===== config.mk =====
export PLATFORM = sky130hd
export DESIGN_NAME = packet_byte_feedback_stream_cipher
export DESIGN_NICKNAME = d
export VERILOG_FILES = /design/src/rtl/pbfsc_pkg.sv /design/src/rtl/pbfsc_dp.sv /design/src/rtl/pbfsc_ctrl.sv /design/src/rtl/packet_byte_feedback_stream_cipher.sv
export VERILOG_INCLUDE_DIRS = /design/src /design/src/rtl
export SDC_FILE = /design/constraint.sdc
export NUM_CORES = 1
export LEC_CHECK = 0
export ABC_AREA = 1
export ABC_CLOCK_PERIOD_IN_PS = 7500
export BUFFER_PORTS_ARGS = -buffer_cell sky130_fd_sc_hd__buf_2
export CORE_ASPECT_RATIO = 1.25
export CORE_UTILIZATION = 50
export DETAILED_ROUTE_END_ITERATION = 10
export GPL_ROUTABILITY_DRIVEN = 0
export HOLD_SLACK_MARGIN = 0.12
export PLACE_DENSITY = 0.66
export SYNTH_ARGS = -nofsm -noshare
export SYNTH_HDL_FRONTEND = slang
export SYNTH_HIERARCHICAL = 1
export SYNTH_SLANG_ARGS = --single-unit
export TNS_END_PERCENT = 1

===== constraint.sdc =====
create_clock -name clk -period 7.5 [get_ports clk]
set_clock_uncertainty 0.05 [all_clocks]
set_input_delay 0.375 -clock clk [delete_from_list [all_inputs] [get_ports clk]]
set_output_delay 0.375 -clock clk [all_outputs]
set_load 0.01 [all_outputs]

===== src/rtl/assert_macros.svh =====
// Assertion macros shared by the cipher RTL.
// Every use assumes clk and rst_n are visible in the enclosing module.
`ifndef ASSERT_MACROS_SVH
`define ASSERT_MACROS_SVH

// Checks an implication or expression on every clock edge outside reset.
`define PBFSC_ASSERT(label, prop, msg) \
  label: assert property (@(posedge clk) disable iff (!rst_n) prop) \
    else $error(msg);

// Checks that a condition in one cycle leads to another in the next cycle.
`define PBFSC_ASSERT_NEXT(label, ante, cons, msg) \
  label: assert property (@(posedge clk) disable iff (!rst_n) (ante) |=> (cons)) \
    else $error(msg);

`endif


===== src/rtl/pbfsc_pkg.sv =====
// Shared types and constants for the packet byte feedback stream cipher.
// No dependencies; used by the controller, the datapath and the top level.
package pbfsc_pkg;

  localparam int KEY_LEN    = 10;
  localparam int ROUNDS     = 5;
  localparam int ROUND_W    = $clog2(ROUNDS);

  localparam logic [31:0] MUL_A = 32'h0000_4E35;
  localparam logic [31:0] MUL_C = 32'h0000_015A;

  localparam logic [ROUND_W-1:0] ROUND_FIRST = '0;
  localparam logic [ROUND_W-1:0] ROUND_LAST  = ROUND_W'(ROUNDS - 1);

  typedef logic [KEY_LEN-1:0][7:0] key_t;

  // Index 0 is the first key byte.
  localparam key_t START_KEY = {8'h21, 8'h73, 8'h65, 8'h6c, 8'h75,
                                8'h52, 8'h79, 8'h62, 8'h6c, 8'h41};

  typedef enum logic [1:0] {
    ST_IDLE,
    ST_ROUND,
    ST_FINISH
  } state_t;

  typedef struct packed {
    logic               load;
    logic               round_en;
    logic [ROUND_W-1:0] round_idx;
    logic               finish;
  } dp_cmd_t;

  typedef struct packed {
    logic first;
  } dp_sts_t;

endpackage


===== src/rtl/pbfsc_dp.sv =====
// Datapath of the cipher: captured beat, generator words, key store,
// shared round unit and output register. Depends on pbfsc_pkg.
module pbfsc_dp (
  input  logic              clk,
  input  logic              rst_n,
  input  pbfsc_pkg::dp_cmd_t cmd,
  output pbfsc_pkg::dp_sts_t sts,
  input  logic [7:0]        in_data_byte,
  input  logic              in_first_of_packet,
  input  logic              in_op,
  output logic [7:0]        out_byte
);
  import pbfsc_pkg::*;

  logic [31:0] sum_r, sum_nxt;
  logic [31:0] cross_r, cross_nxt;
  logic [31:0] prev_r, prev_nxt;
  logic [15:0] acc_r, acc_nxt;
  key_t        key_r, key_nxt;
  logic [7:0]  data_r;
  logic        first_r;
  logic        op_r;
  logic [7:0]  out_byte_r;

  logic [31:0] pair;
  logic [31:0] w;
  logic [31:0] c;
  logic [31:0] s;
  logic [31:0] nw;
  logic [7:0]  res;
  logic [7:0]  fb;

  // One generator round per cycle.
  always_comb begin
    pair = {16'h0000, key_r[0], key_r[1]};
    w    = (cmd.round_idx == ROUND_FIRST) ? pair : (pair ^ prev_r);
    c    = w * MUL_C;
    s    = cross_r + (sum_r + 32'(cmd.round_idx)) * MUL_A + c;
    nw   = w * MUL_A + 32'h0000_0001;
    res  = data_r ^ acc_r[7:0] ^ acc_r[15:8];
    fb   = op_r ? res : data_r;
  end

  always_comb begin
    sum_nxt   = sum_r;
    cross_nxt = cross_r;
    prev_nxt  = prev_r;
    acc_nxt   = acc_r;
    key_nxt   = key_r;
    if (cmd.load) begin
      acc_nxt = '0;
    end
    if (cmd.round_en) begin
      sum_nxt   = s;
      cross_nxt = c;
      prev_nxt  = nw;
      acc_nxt   = acc_r ^ s[15:0] ^ nw[15:0];
      // Rotating by one pair puts the next round's bytes at the front; after
      // all rounds the store is back in its original order.
      for (int i = 0; i < KEY_LEN; i++) begin
        key_nxt[i] = key_r[(i + 2) % KEY_LEN];
      end
    end
    if (cmd.finish) begin
      if (first_r) begin
        sum_nxt   = '0;
        cross_nxt = '0;
        key_nxt   = START_KEY;
      end else begin
        for (int i = 0; i < KEY_LEN; i++) begin
          key_nxt[i] = key_r[i] ^ fb;
        end
      end
    end
  end

  always_ff @(posedge clk) begin
    if (!rst_n) begin
      sum_r   <= '0;
      cross_r <= '0;
      key_r   <= START_KEY;
    end else begin
      sum_r   <= sum_nxt;
      cross_r <= cross_nxt;
      key_r   <= key_nxt;
    end
  end

  always_ff @(posedge clk) begin
    prev_r <= prev_nxt;
    acc_r  <= acc_nxt;
    if (cmd.load) begin
      data_r  <= in_data_byte;
      first_r <= in_first_of_packet;
      op_r    <= in_op;
    end
    if (cmd.finish) begin
      out_byte_r <= first_r ? data_r : res;
    end
  end

  assign sts.first = first_r;
  assign out_byte  = out_byte_r;

endmodule


===== src/rtl/pbfsc_ctrl.sv =====
// Controller of the cipher: sequences load, five rounds and the finish step,
// and owns both handshakes. Depends on pbfsc_pkg and assert_macros.svh.
`include "assert_macros.svh"

module pbfsc_ctrl (
  input  logic               clk,
  input  logic               rst_n,
  input  logic               in_valid,
  output logic               in_ready,
  output logic               out_valid,
  input  logic               out_ready,
  output pbfsc_pkg::dp_cmd_t cmd,
  input  pbfsc_pkg::dp_sts_t sts
);
  import pbfsc_pkg::*;

  state_t             state_r, state_nxt;
  logic [ROUND_W-1:0] round_r, round_nxt;
  logic               out_valid_r, out_valid_nxt;
  logic               slot_free;

  assign slot_free = !out_valid_r || out_ready;

  // Next state.
  always_comb begin
    state_nxt = state_r;
    round_nxt = round_r;
    case (state_r)
      ST_IDLE: begin
        round_nxt = ROUND_FIRST;
        if (in_valid) begin
          state_nxt = ST_ROUND;
        end
      end
      ST_ROUND: begin
        // A flag beat skips the rounds and only restarts the state.
        if (sts.first || round_r == ROUND_LAST) begin
          state_nxt = ST_FINISH;
        end else begin
          round_nxt = round_r + 1'b1;
        end
      end
      ST_FINISH: begin
        if (slot_free) begin
          state_nxt = ST_IDLE;
        end
      end
      default: begin
        state_nxt = ST_IDLE;
      end
    endcase
  end

  // Outputs.
  always_comb begin
    in_ready      = 1'b0;
    cmd           = '0;
    cmd.round_idx = round_r;
    case (state_r)
      ST_IDLE: begin
        in_ready = 1'b1;
        cmd.load = in_valid;
      end
      ST_ROUND: begin
        cmd.round_en = !sts.first;
      end
      ST_FINISH: begin
        cmd.finish = slot_free;
      end
      default: begin
        in_ready = 1'b0;
      end
    endcase
  end

  always_comb begin
    out_valid_nxt = out_valid_r;
    if (out_valid_r && out_ready) begin
      out_valid_nxt = 1'b0;
    end
    if (cmd.finish) begin
      out_valid_nxt = 1'b1;
    end
  end

  always_ff @(posedge clk) begin
    if (!rst_n) begin
      state_r     <= ST_IDLE;
      round_r     <= ROUND_FIRST;
      out_valid_r <= 1'b0;
    end else begin
      state_r     <= state_nxt;
      round_r     <= round_nxt;
      out_valid_r <= out_valid_nxt;
    end
  end

  assign out_valid = out_valid_r;

  `PBFSC_ASSERT(a_round_range, round_r <= ROUND_LAST, "round counter out of range")
  `PBFSC_ASSERT(a_finish_free, cmd.finish |-> slot_free, "result written over a held beat")
  `PBFSC_ASSERT_NEXT(a_finish_valid, cmd.finish, out_valid_r, "finished result not presented")
  `PBFSC_ASSERT_NEXT(a_accept_round, in_valid && in_ready, state_r == ST_ROUND,
                     "accepted beat did not start rounds")

endmodule


===== src/rtl/packet_byte_feedback_stream_cipher.sv =====
// Packet byte feedback stream cipher, top level. Depends on pbfsc_pkg,
// pbfsc_ctrl and pbfsc_dp.
//
// One byte per beat in, one byte per beat out. A beat flagged as first of
// packet passes through unchanged and returns the generator words and key
// to their starting values. It passes the round state without a round, its
// result is registered in the finish step, and the next beat can be
// accepted only after that step. Every other beat runs five generator
// rounds on one shared round unit, one round per clock. Its result is
// registered in the finish step after the last round, and no new beat is
// accepted before that step. The result sits in an output register, so the
// next beat can be accepted while it waits. A beat whose rounds are done
// holds in its finish step while the previous result has not been taken.
module packet_byte_feedback_stream_cipher (
  input  logic       clk,
  input  logic       rst_n,
  input  logic       in_valid,
  output logic       in_ready,
  input  logic [7:0] in_data_byte,
  input  logic       in_first_of_packet,
  input  logic       in_op,
  output logic       out_valid,
  input  logic       out_ready,
  output logic [7:0] out_byte
);
  import pbfsc_pkg::*;

  dp_cmd_t cmd;
  dp_sts_t sts;

  pbfsc_ctrl u_ctrl (
    .clk       (clk),
    .rst_n     (rst_n),
    .in_valid  (in_valid),
    .in_ready  (in_ready),
    .out_valid (out_valid),
    .out_ready (out_ready),
    .cmd       (cmd),
    .sts       (sts)
  );

  pbfsc_dp u_dp (
    .clk                (clk),
    .rst_n              (rst_n),
    .cmd                (cmd),
    .sts                (sts),
    .in_data_byte       (in_data_byte),
    .in_first_of_packet (in_first_of_packet),
    .in_op              (in_op),
    .out_byte           (out_byte)
  );

endmodule

* Word-level counts from Yosys, hierarchy flattened
Cells that the tools add are included.
W data, S select, Z words.
** Cells by class
- Add/subtract/negate cells :: 5
- $mul :: 3
- Div/mod/pow operators :: 0
- Order comparisons :: 0
- Equal/unequal tests :: 7
- Shift-type cells :: 0
- Muxes and demuxes :: 26
- Bitwise logic cells :: 15
- Reduce and logical (&&, ||, !) cells :: 13
** Operators by type and width (number)
- $mux W80 :: 3
- $mux W32 :: 7
- $xor A8 B8 Y8 :: 12
- $add A32 B32 Y32 :: 2
- $mul A32 B15 Y32 const B :: 2
- $add A32 B1 Y32 const B :: 1
- $add A32 B3 Y32 :: 1
- $mul A32 B8 Y31 const B :: 1
- $mux W16 :: 2
- $xor A16 B16 Y16 :: 2
- $xor A16 B32 Y32 :: 1
- $mux W8 :: 2
- $reduce_bool A2 Y1 :: 4
- $mux W1 :: 6
- $mux W2 :: 3
- $pmux W2 S3 :: 1
- $pmux W3 S2 :: 1
- $ne A2 B1 Y1 const B :: 2
- $ne A2 B2 Y1 const B :: 2
- $add A3 B1 Y3 const B :: 1
- $eq A3 B3 Y1 const B :: 1
- $logic_not A3 Y1 :: 1
- $mux W3 :: 1
- $reduce_and A3 Y1 :: 1
- 7 further kinds :: 9
** Storage, ports and cells
- Bits in registers :: 216
- Latch bits :: 0
- Memory bits (writable) :: 0
- Bits in read-only memories :: 0
- Input port bits :: 14
- Output and inout bits :: 10
- Word-level logic and storage cells :: 90
- Memories :: 0

* Logic depth before layout (Yosys ltp)
Gate-level depths: netlist of run 1.
- Depth after elaboration :: 7
- Mapped depth :: 41
- Gate-level depth less buffers :: 40

* Hierarchy
The synthesis of run 1 kept the hierarchy.
** By module, submodules not included
- pbfsc_dp :: times used 1, cells each 1757, area an instance 14670.3 um2, seq. area each 3743.6 um2
- pbfsc_ctrl :: times used 1, cells each 52, area an instance 366.6 um2, seq. area each 120.1 um2

* Least setup slack after synthesis of run 1
No wires, ideal clock.
- Path kind :: register to register
- From :: reg u_ctrl.round_r[1]
- To :: reg u_dp.acc_r[15] (data pin)
- Setup time :: 0.253 ns
- Data arrival time :: 7.771 ns
- Required time :: 7.197 ns
- Setup slack :: -0.574 ns
- Stages on the path, launching flop included :: 39
- Buffers on the path :: 1
- Period minus slack after synthesis :: 8.074 ns
- Cell sequence :: dfxtp_1 nor2_4 nand2_4 buf_2 nand2_1 xor2_1 inv_1 ha_1 fa_1 fa_1 inv_1 fa_1 inv_1 ha_1 a21oi_1 o21ai_0 a21oi_1 inv_1 [... 3 more ...] fa_1 inv_1 fa_1 inv_1 fa_1 fa_1 inv_1 ha_1 inv_1 nor3_1 nand3_1 nand2_1 xor2_1 inv_1 nand3_1 nand2_1 nor2_1 nor2_1
** Between the ends
- Word-level cells in the longest chain between the ends :: 7
- Elaborated cells on any way between the ends :: 12
- Those cells by class :: 4 x add/sub; 3 x mul; 2 x mux; 2 x bitwise; 1 x reduce/logical
** Ends and longest elaborated chain
- start: declaration :: RTL line pbfsc_ctrl.sv:18 : logic [ROUND_W-1:0] round_r, round_nxt;
- start signal: assignment :: RTL line pbfsc_ctrl.sv:93 : round_r <= round_nxt;
- $add A32 B3 Y32 / $logic_not A3 Y1 (equally long branches) :: RTL line pbfsc_dp.sv:38, pbfsc_dp.sv:36
- $mul A32 B15 Y32 / $mux W32 (equally long branches) :: RTL line pbfsc_dp.sv:38, pbfsc_dp.sv:36
- $add A32 B32 Y32 / $mul A32 B8 Y31 (equally long branches) :: RTL line pbfsc_dp.sv:38, pbfsc_dp.sv:37
- $add A32 B32 Y32 :: RTL line pbfsc_dp.sv:38 : s = cross_r + (sum_r + 32'(cmd.round_idx)) * MUL_A + c;
- $xor A16 B16 Y16 :: RTL line pbfsc_dp.sv:57 : acc_nxt = acc_r ^ s[15:0] ^ nw[15:0];
- $xor A16 B16 Y16 * :: RTL line pbfsc_dp.sv:57
- $mux W16 * :: RTL line pbfsc_dp.sv:53 : if (cmd.round_en) begin
- end signal: assignment :: RTL line pbfsc_dp.sv:91 : acc_r <= acc_nxt;
- end: declaration :: RTL line pbfsc_dp.sv:18 : logic [15:0] acc_r, acc_nxt;
Every way passes the cells marked *; elsewhere a longest branch is shown, timed or not.
A chain may end at the register's enable or synchronous reset.

* Worst setup path after layout of run 1
Ends and elaborated chain as after synthesis.

==> metrics.csv, run 1 <==
metric,value,unit
outcome,"complete, but fails checks",
failing checks,negative setup slack,
Via Count,12600,
largest family of logic cells by synthesized area,adder cells,
CP endpoint kind,flop,
Avg Inst Size Synth,8.312,um2
layout cells sized above 1,0.1719,
largest net degree at the start of global routing,81,
post-synthesis compound-gate area fraction,0.1543,
Simple-Gate Fraction of Synth Area,0.1058,
worst stage delay on the critical path,0.55,ns
required time of the critical path,7.64,ns
Worst slew margin,0.1839,
CTS Root Cell,clkbuf_16,
Hold Fails Final Rpt,0,
CP arrival,7.98,ns
num rows,70,
"Slew Viols, Final",0,
IO Port Bufs,23,
adder-cell share of the synthesized area,0.2832,
number of global-route vias before repair,12550,
die height,195.9,um
"most common cell after layout, fill and taps aside",inv_1,
I/O pins,24,
post-route setup slack,-0.3433,ns
number of synthesized flops with an enable pin,50,
clk_lat worst skew,0.44,ns
CP startpoint,u_ctrl/round_r[1],
first-pass GRT wire length,63.15,mm
drt pass-1 iters,5,
ys flop type,dfxtp_1,
drt total wl,39.83,mm
clk slew on worst S/H paths,0.07,ns
Yosys cell types,45,
drt first-iter violations,777,
Initial Util,0.5110,
Critical-path top delay cell,fa_1,
worst reg2reg setup slack,-0.34,ns
ANT nets after route,0,
Max clock buf depth,2,
Ys Warns,6,
startpoint types,flop,
number of diodes,0,
final net count,2231,
hpwl dp,30.27,mm
die area,30780,um2
Final period util,1.046,
DRC,0,
xor/xnor share of the synthesized area,0.08945,
grt ovf,0,
sequential fraction of the synthesis area,0.2569,
clock period minus worst slack,7.843,ns
crit path kind,flop to flop,
Mapped Nets,2098,
# setup viols final,7,
initial antenna violation count,0,
Clock Sinks,168,
Min Hold Slack,0.2282,ns
Fillers,2600,
hold wc startpoint,out_ready,
Via density,5.358,
DIE WIDTH,157.1,um
H-tree depth,4,
Total GRT Usage,0.2655,
Max Fclk,127.5,MHz
Mapped Cells,1809,
Routed WL per cell,16.94,um
most frequent cells in the layout,"345 x inv_1, 198 x nand2_1, 157 x a21oi_1, 149 x ha_1, 149 x o21ai_0",
Least-Margin Pin Slew,1.216,ns
Hold WC Path Type,input pin to flop,
TritonCTS Buffers,17,
ys async rst share,0,
number of max-cap violations,0,
R2R Path Start,u_ctrl/round_r[1],
Seq cells post-synth,168,
area delta synth->final,18.11,%
RSZ-0062 raised after global routing,true,
multiplexer share of the synthesized area,0,
CTS tree,built,
core area,29430,um2
Netlist Area Pre-Place,15040,um2
Crit Path Max Fanout,6,
==> routing by layer <==
layer	part of all wire	global-route usage	wire length, um
met5	0	0	0
met3	0.029	0.02474	1151
met4	0.040	0.1151	1584
met2	0.53	0.4940	21160
met1	0.40	0.3056	15930
==> area by class of cell <==
type	count	area [um2]	area share
multi-input combinational	1206	10070	0.5670
sequential	168	3872	0.2181
clock buffer	17	425.4	0.02395
inverter	372	1405	0.07912
tap	396	495.5	0.02790
clock inverter	15	170.2	0.009582
timing repair buffer	177	1321	0.07440
==> registers in the layout, summed over array words and instances, names as in the netlist, 2 cells and up <==
signal and flops:
u_dp/acc_r 16, u_dp/cross_r 16, u_dp/sum_r 16, u_ctrl/round_r 3, u_dp/prev_r 16, u_dp/out_byte 8, u_ctrl/state_r 2, u_dp/data_r 8
u_dp/key_r 80
==> metrics by stage <==
| step | worst slack [ns] | std cells | util | setup TNS [ns] | area, um2 |
|---|---|---|---|---|---|
| 6_report | -0.3433 | 2351 | 0.6035 | -1.291 | 17760 |
| 5_1_grt | -0.7763 | 2351 | 0.6035 | -4.775 | 17760 |
| 4_1_cts | -0.2996 | 2337 | 0.5936 | -0.9719 | 17470 |
| 3_5_place_dp | -0.4036 | 2291 | 0.5638 | -2.176 | 16590 |
| 3_3_place_gp | -0.2481 | 2291 | 0.5638 | -1.255 | 16590 |
| 2_1_floorplan | -0.01881 | 1809 | - | -0.01881 | 15270 |
==> final timing paths <==
kind | depth (start not counted) | to
worst max-delay path | 39 | u_dp/acc_r[15]
worst min-delay path | 4 | u_ctrl/out_valid
worst max register to register | 39 | u_dp/acc_r[15]
worst min register to register | 2 | u_dp/cross_r[0]
==> cell usage after synthesis, types with 6 or more instances <==
library cell / count / area [um2]
inv_1: 363 / 1363
nand2_1: 212 / 795.8
a21oi_1: 167 / 835.8
ha_1: 166 / 2077
o21ai_0: 158 / 790.8
dfxtp_1: 118 / 2362
fa_1: 109 / 2182
xor2_1: 108 / 945.9
clkbuf_1: 55 / 206.5
nand3_1: 54 / 270.3
nor2_1: 51 / 191.4
edfxtp_1: 50 / 1501
xnor2_1: 40 / 350.3
o221ai_1: 39 / 341.6
o22ai_1: 19 / 118.9
nand2_2: 12 / 75.07
nor3_1: 12 / 60.06
o21ai_1: 8 / 40.04
inv_2: 6 / 22.52
o21bai_1: 6 / 45.04
==> critical path: cells and delay by family (launching register included) <==
| kind | cells | cell delay (ns) |
|---|---|---|
| fa+ha+maj | 10 | 4.32 |
| buf+inv | 12 | 0.92 |
| simple gates | 9 | 0.80 |
| compound gates | 6 | 0.79 |
| flops | 1 | 0.35 |
| xor+xnor | 2 | 0.34 |
==> kinds of logic after synthesis <==
kind of cell             Yosys count
buffers and inverters            436
AO/OA/AOI/OAI                    416
AND/OR/NAND/NOR                  363
adder cells (fa/ha/maj)          275
flip-flops                       168
XOR/XNOR                         151
==> what timing repair did <==
item / 4_1_cts / 5_1_grt
cloned: 0 / 1
buffers inserted: 4 / 13
gates resized for setup: 22 / 45
setup endpoints to repair: 10 / 13
hold endpoints to repair: 10 / 0
hold buffers: 10 / 0
pin swaps: 8 / 44
Power of run 1 is left out: the tool's default activity adds up to more than one toggle a clock period on the data nets, which glitch-free logic cannot reach.
==> run 2: changes to the inputs <==
--- a/config.mk
+++ b/config.mk
@@ -9,12 +9,14 @@
 export ABC_AREA = 1
 export ABC_CLOCK_PERIOD_IN_PS = 7500
 export BUFFER_PORTS_ARGS = -buffer_cell sky130_fd_sc_hd__buf_2
+export CELL_PAD_IN_SITES_DETAIL_PLACEMENT = 1
+export CELL_PAD_IN_SITES_GLOBAL_PLACEMENT = 1
 export CORE_ASPECT_RATIO = 1.25
-export CORE_UTILIZATION = 50
+export CORE_UTILIZATION = 45
 export DETAILED_ROUTE_END_ITERATION = 10
 export GPL_ROUTABILITY_DRIVEN = 0
 export HOLD_SLACK_MARGIN = 0.12
-export PLACE_DENSITY = 0.66
+export PLACE_DENSITY = 0.76
 export SYNTH_ARGS = -nofsm -noshare
 export SYNTH_HDL_FRONTEND = slang
 export SYNTH_HIERARCHICAL = 1
==> run 2 against run 1 <==
Effect of this change: the flow still finishes with violations (negative setup slack); routed wire length is 22% higher; maximum frequency down 2.1%; sequential share of layout area fell by 0.090 points; core utilization is 5.9 points lower; global-route usage increased by 2.7 points; first-iteration DRC count shrank 13%; flip-flop and latch count unchanged; worst setup slack got worse by 0.16 ns; worst hold slack gained 0.067 ns; via count grew 3.9%; die area rose by 11%; cell area is 0.42% higher.
==> metrics.csv, run 2 (synthesis gave the netlist of run 1 again) <==
metric,value,unit
required time of the critical path,7.65,ns
Via density,5.515,
RSZ-0062 raised after global routing,true,
initial antenna violation count,0,
DIE WIDTH,165.5,um
startpoint types,flop,
Hold Fails Final Rpt,0,
CP endpoint kind,flop,
"Slew Viols, Final",0,
CP arrival,8.15,ns
drt first-iter violations,679,
Routed WL per cell,20.54,um
Clock Sinks,168,
CTS Root Cell,clkbuf_16,
"most common cell after layout, fill and taps aside",inv_1,
# setup viols final,12,
Hold WC Path Type,input pin to flop,
Initial Util,0.4588,
CP startpoint,u_ctrl/round_r[1],
Crit Path Max Fanout,7,
outcome,"complete, but fails checks",
drt total wl,48.72,mm
Critical Path Most Common Cell,fa_1,
number of global-route vias before repair,14430,
Via Count,13080,
hpwl dp,35.77,mm
Final Non-Filler Cells,2372,
I/O pins,24,
ANT nets after route,0,
drt pass-1 iters,5,
num rows,74,
most frequent cells in the layout,"349 x inv_1, 205 x nand2_1, 153 x a21oi_1, 150 x ha_1, 148 x o21ai_0",
Final period util,1.068,
Cells after DPL,2318,
R2R Path Start,u_ctrl/round_r[1],
Worst slew margin,0.1660,
worst stage delay on the critical path,0.52,ns
Largest Register,u_dp/key_r,
die height,206.4,um
Max clock buf depth,2,
grt ovf,0,
clk_lat worst skew,0.45,ns
Total GRT Usage,0.2921,
DRC,0,
clk slew on worst S/H paths,0.07,ns
layout cells sized above 1,0.1694,
TritonCTS Buffers,17,
CTS tree,built,
number of max-cap violations,0,
largest net degree at the start of global routing,56,
crit path kind,flop to flop,
area delta synth->final,18.60,%
die area,34160,um2
failing checks,negative setup slack,
IO Port Bufs,23,
core area,32780,um2
Finished Core Util,0.5441,
Critical-path top delay cell,fa_1,
clock period minus worst slack,8.008,ns
number of diodes,0,
first-pass GRT wire length,75.95,mm
final net count,2230,
Max Fclk,124.9,MHz
hold wc startpoint,out_ready,
post-route setup slack,-0.5078,ns
flip-flop count of the largest register after layout,80,
Least-Margin Pin Slew,1.243,ns
H-tree depth,4,
## run 2: changes by cell type in the layout (fill, tap and decap cells not counted), sizes merged
cell    change
buf         -1
bufinv      +1
clkbuf      +3
inv         -4
## run 2: path summary, 6_finish.rpt
| check | to | slack [ns] | cells past startpoint |
|---|---|---|---|
| worst max-delay path | u_dp/acc_r[15] | -0.51 | 39 |
| worst min-delay path | u_ctrl/out_valid | 0.30 | 4 |
| worst max register to register | u_dp/acc_r[15] | -0.51 | 39 |
| worst min register to register | u_dp/cross_r[0] | 0.43 | 2 |
## run 2: routing by layer
layer	vias to the layer above	track usage	wire length (um)
li1	6115	-	-
met1	6568	0.3048	18080
met2	255	0.5610	26760
met3	144	0.03412	1230
met4	0	0.1526	2657
met5	-	0	0
## run 2: timing repair
action	CTS	global route
hold buffers	10	0
endpoints found under the hold margin	10	0
setup endpoints to repair	13	16
setup buffers	7	4
cloned	1	0
pin swaps	33	24
resized for setup	45	25
## run 2: layout make-up
| class | instances | area [um2] |
|---|---|---|
| Tap cell | 418 | 523.0 |
| Clock inverter | 12 | 130.1 |
| Clock buffer | 20 | 467.9 |
| Sequential cell | 168 | 3872 |
| Timing Repair Buffer | 176 | 1314 |
| Inverter | 372 | 1403 |
| Fill cell | 3873 | 14940 |
| Multi-Input combinational cell | 1206 | 10120 |
## run 2: stage by stage
step	cell area, um2	setup TNS [ns]	hold slack [ns]	worst slack, ns
6_report	17830	-3.346	0.2953	-0.5078
5_1_grt	17830	-7.218	0.2901	-0.8563
4_1_cts	17660	-2.647	0.2498	-0.3975
3_5_place_dp	16660	-3.984	0.4227	-0.6266
3_3_place_gp	16660	-1.450	0.3791	-0.2770
2_1_floorplan	15270	-0.01881	0.3627	-0.01881
## run 2: worst max-delay path: cells and delay by family, from the launching register on
family	cells	cell delay, ns
buffers and inverters	7	0.58
XOR/XNOR	3	0.62
flip-flops	1	0.36
AO/OA/AOI/OAI	6	0.83
adder cells (fa/ha/maj)	10	3.78
AND/OR/NAND/NOR	13	1.51
Power of run 2 is left out for the same reason.
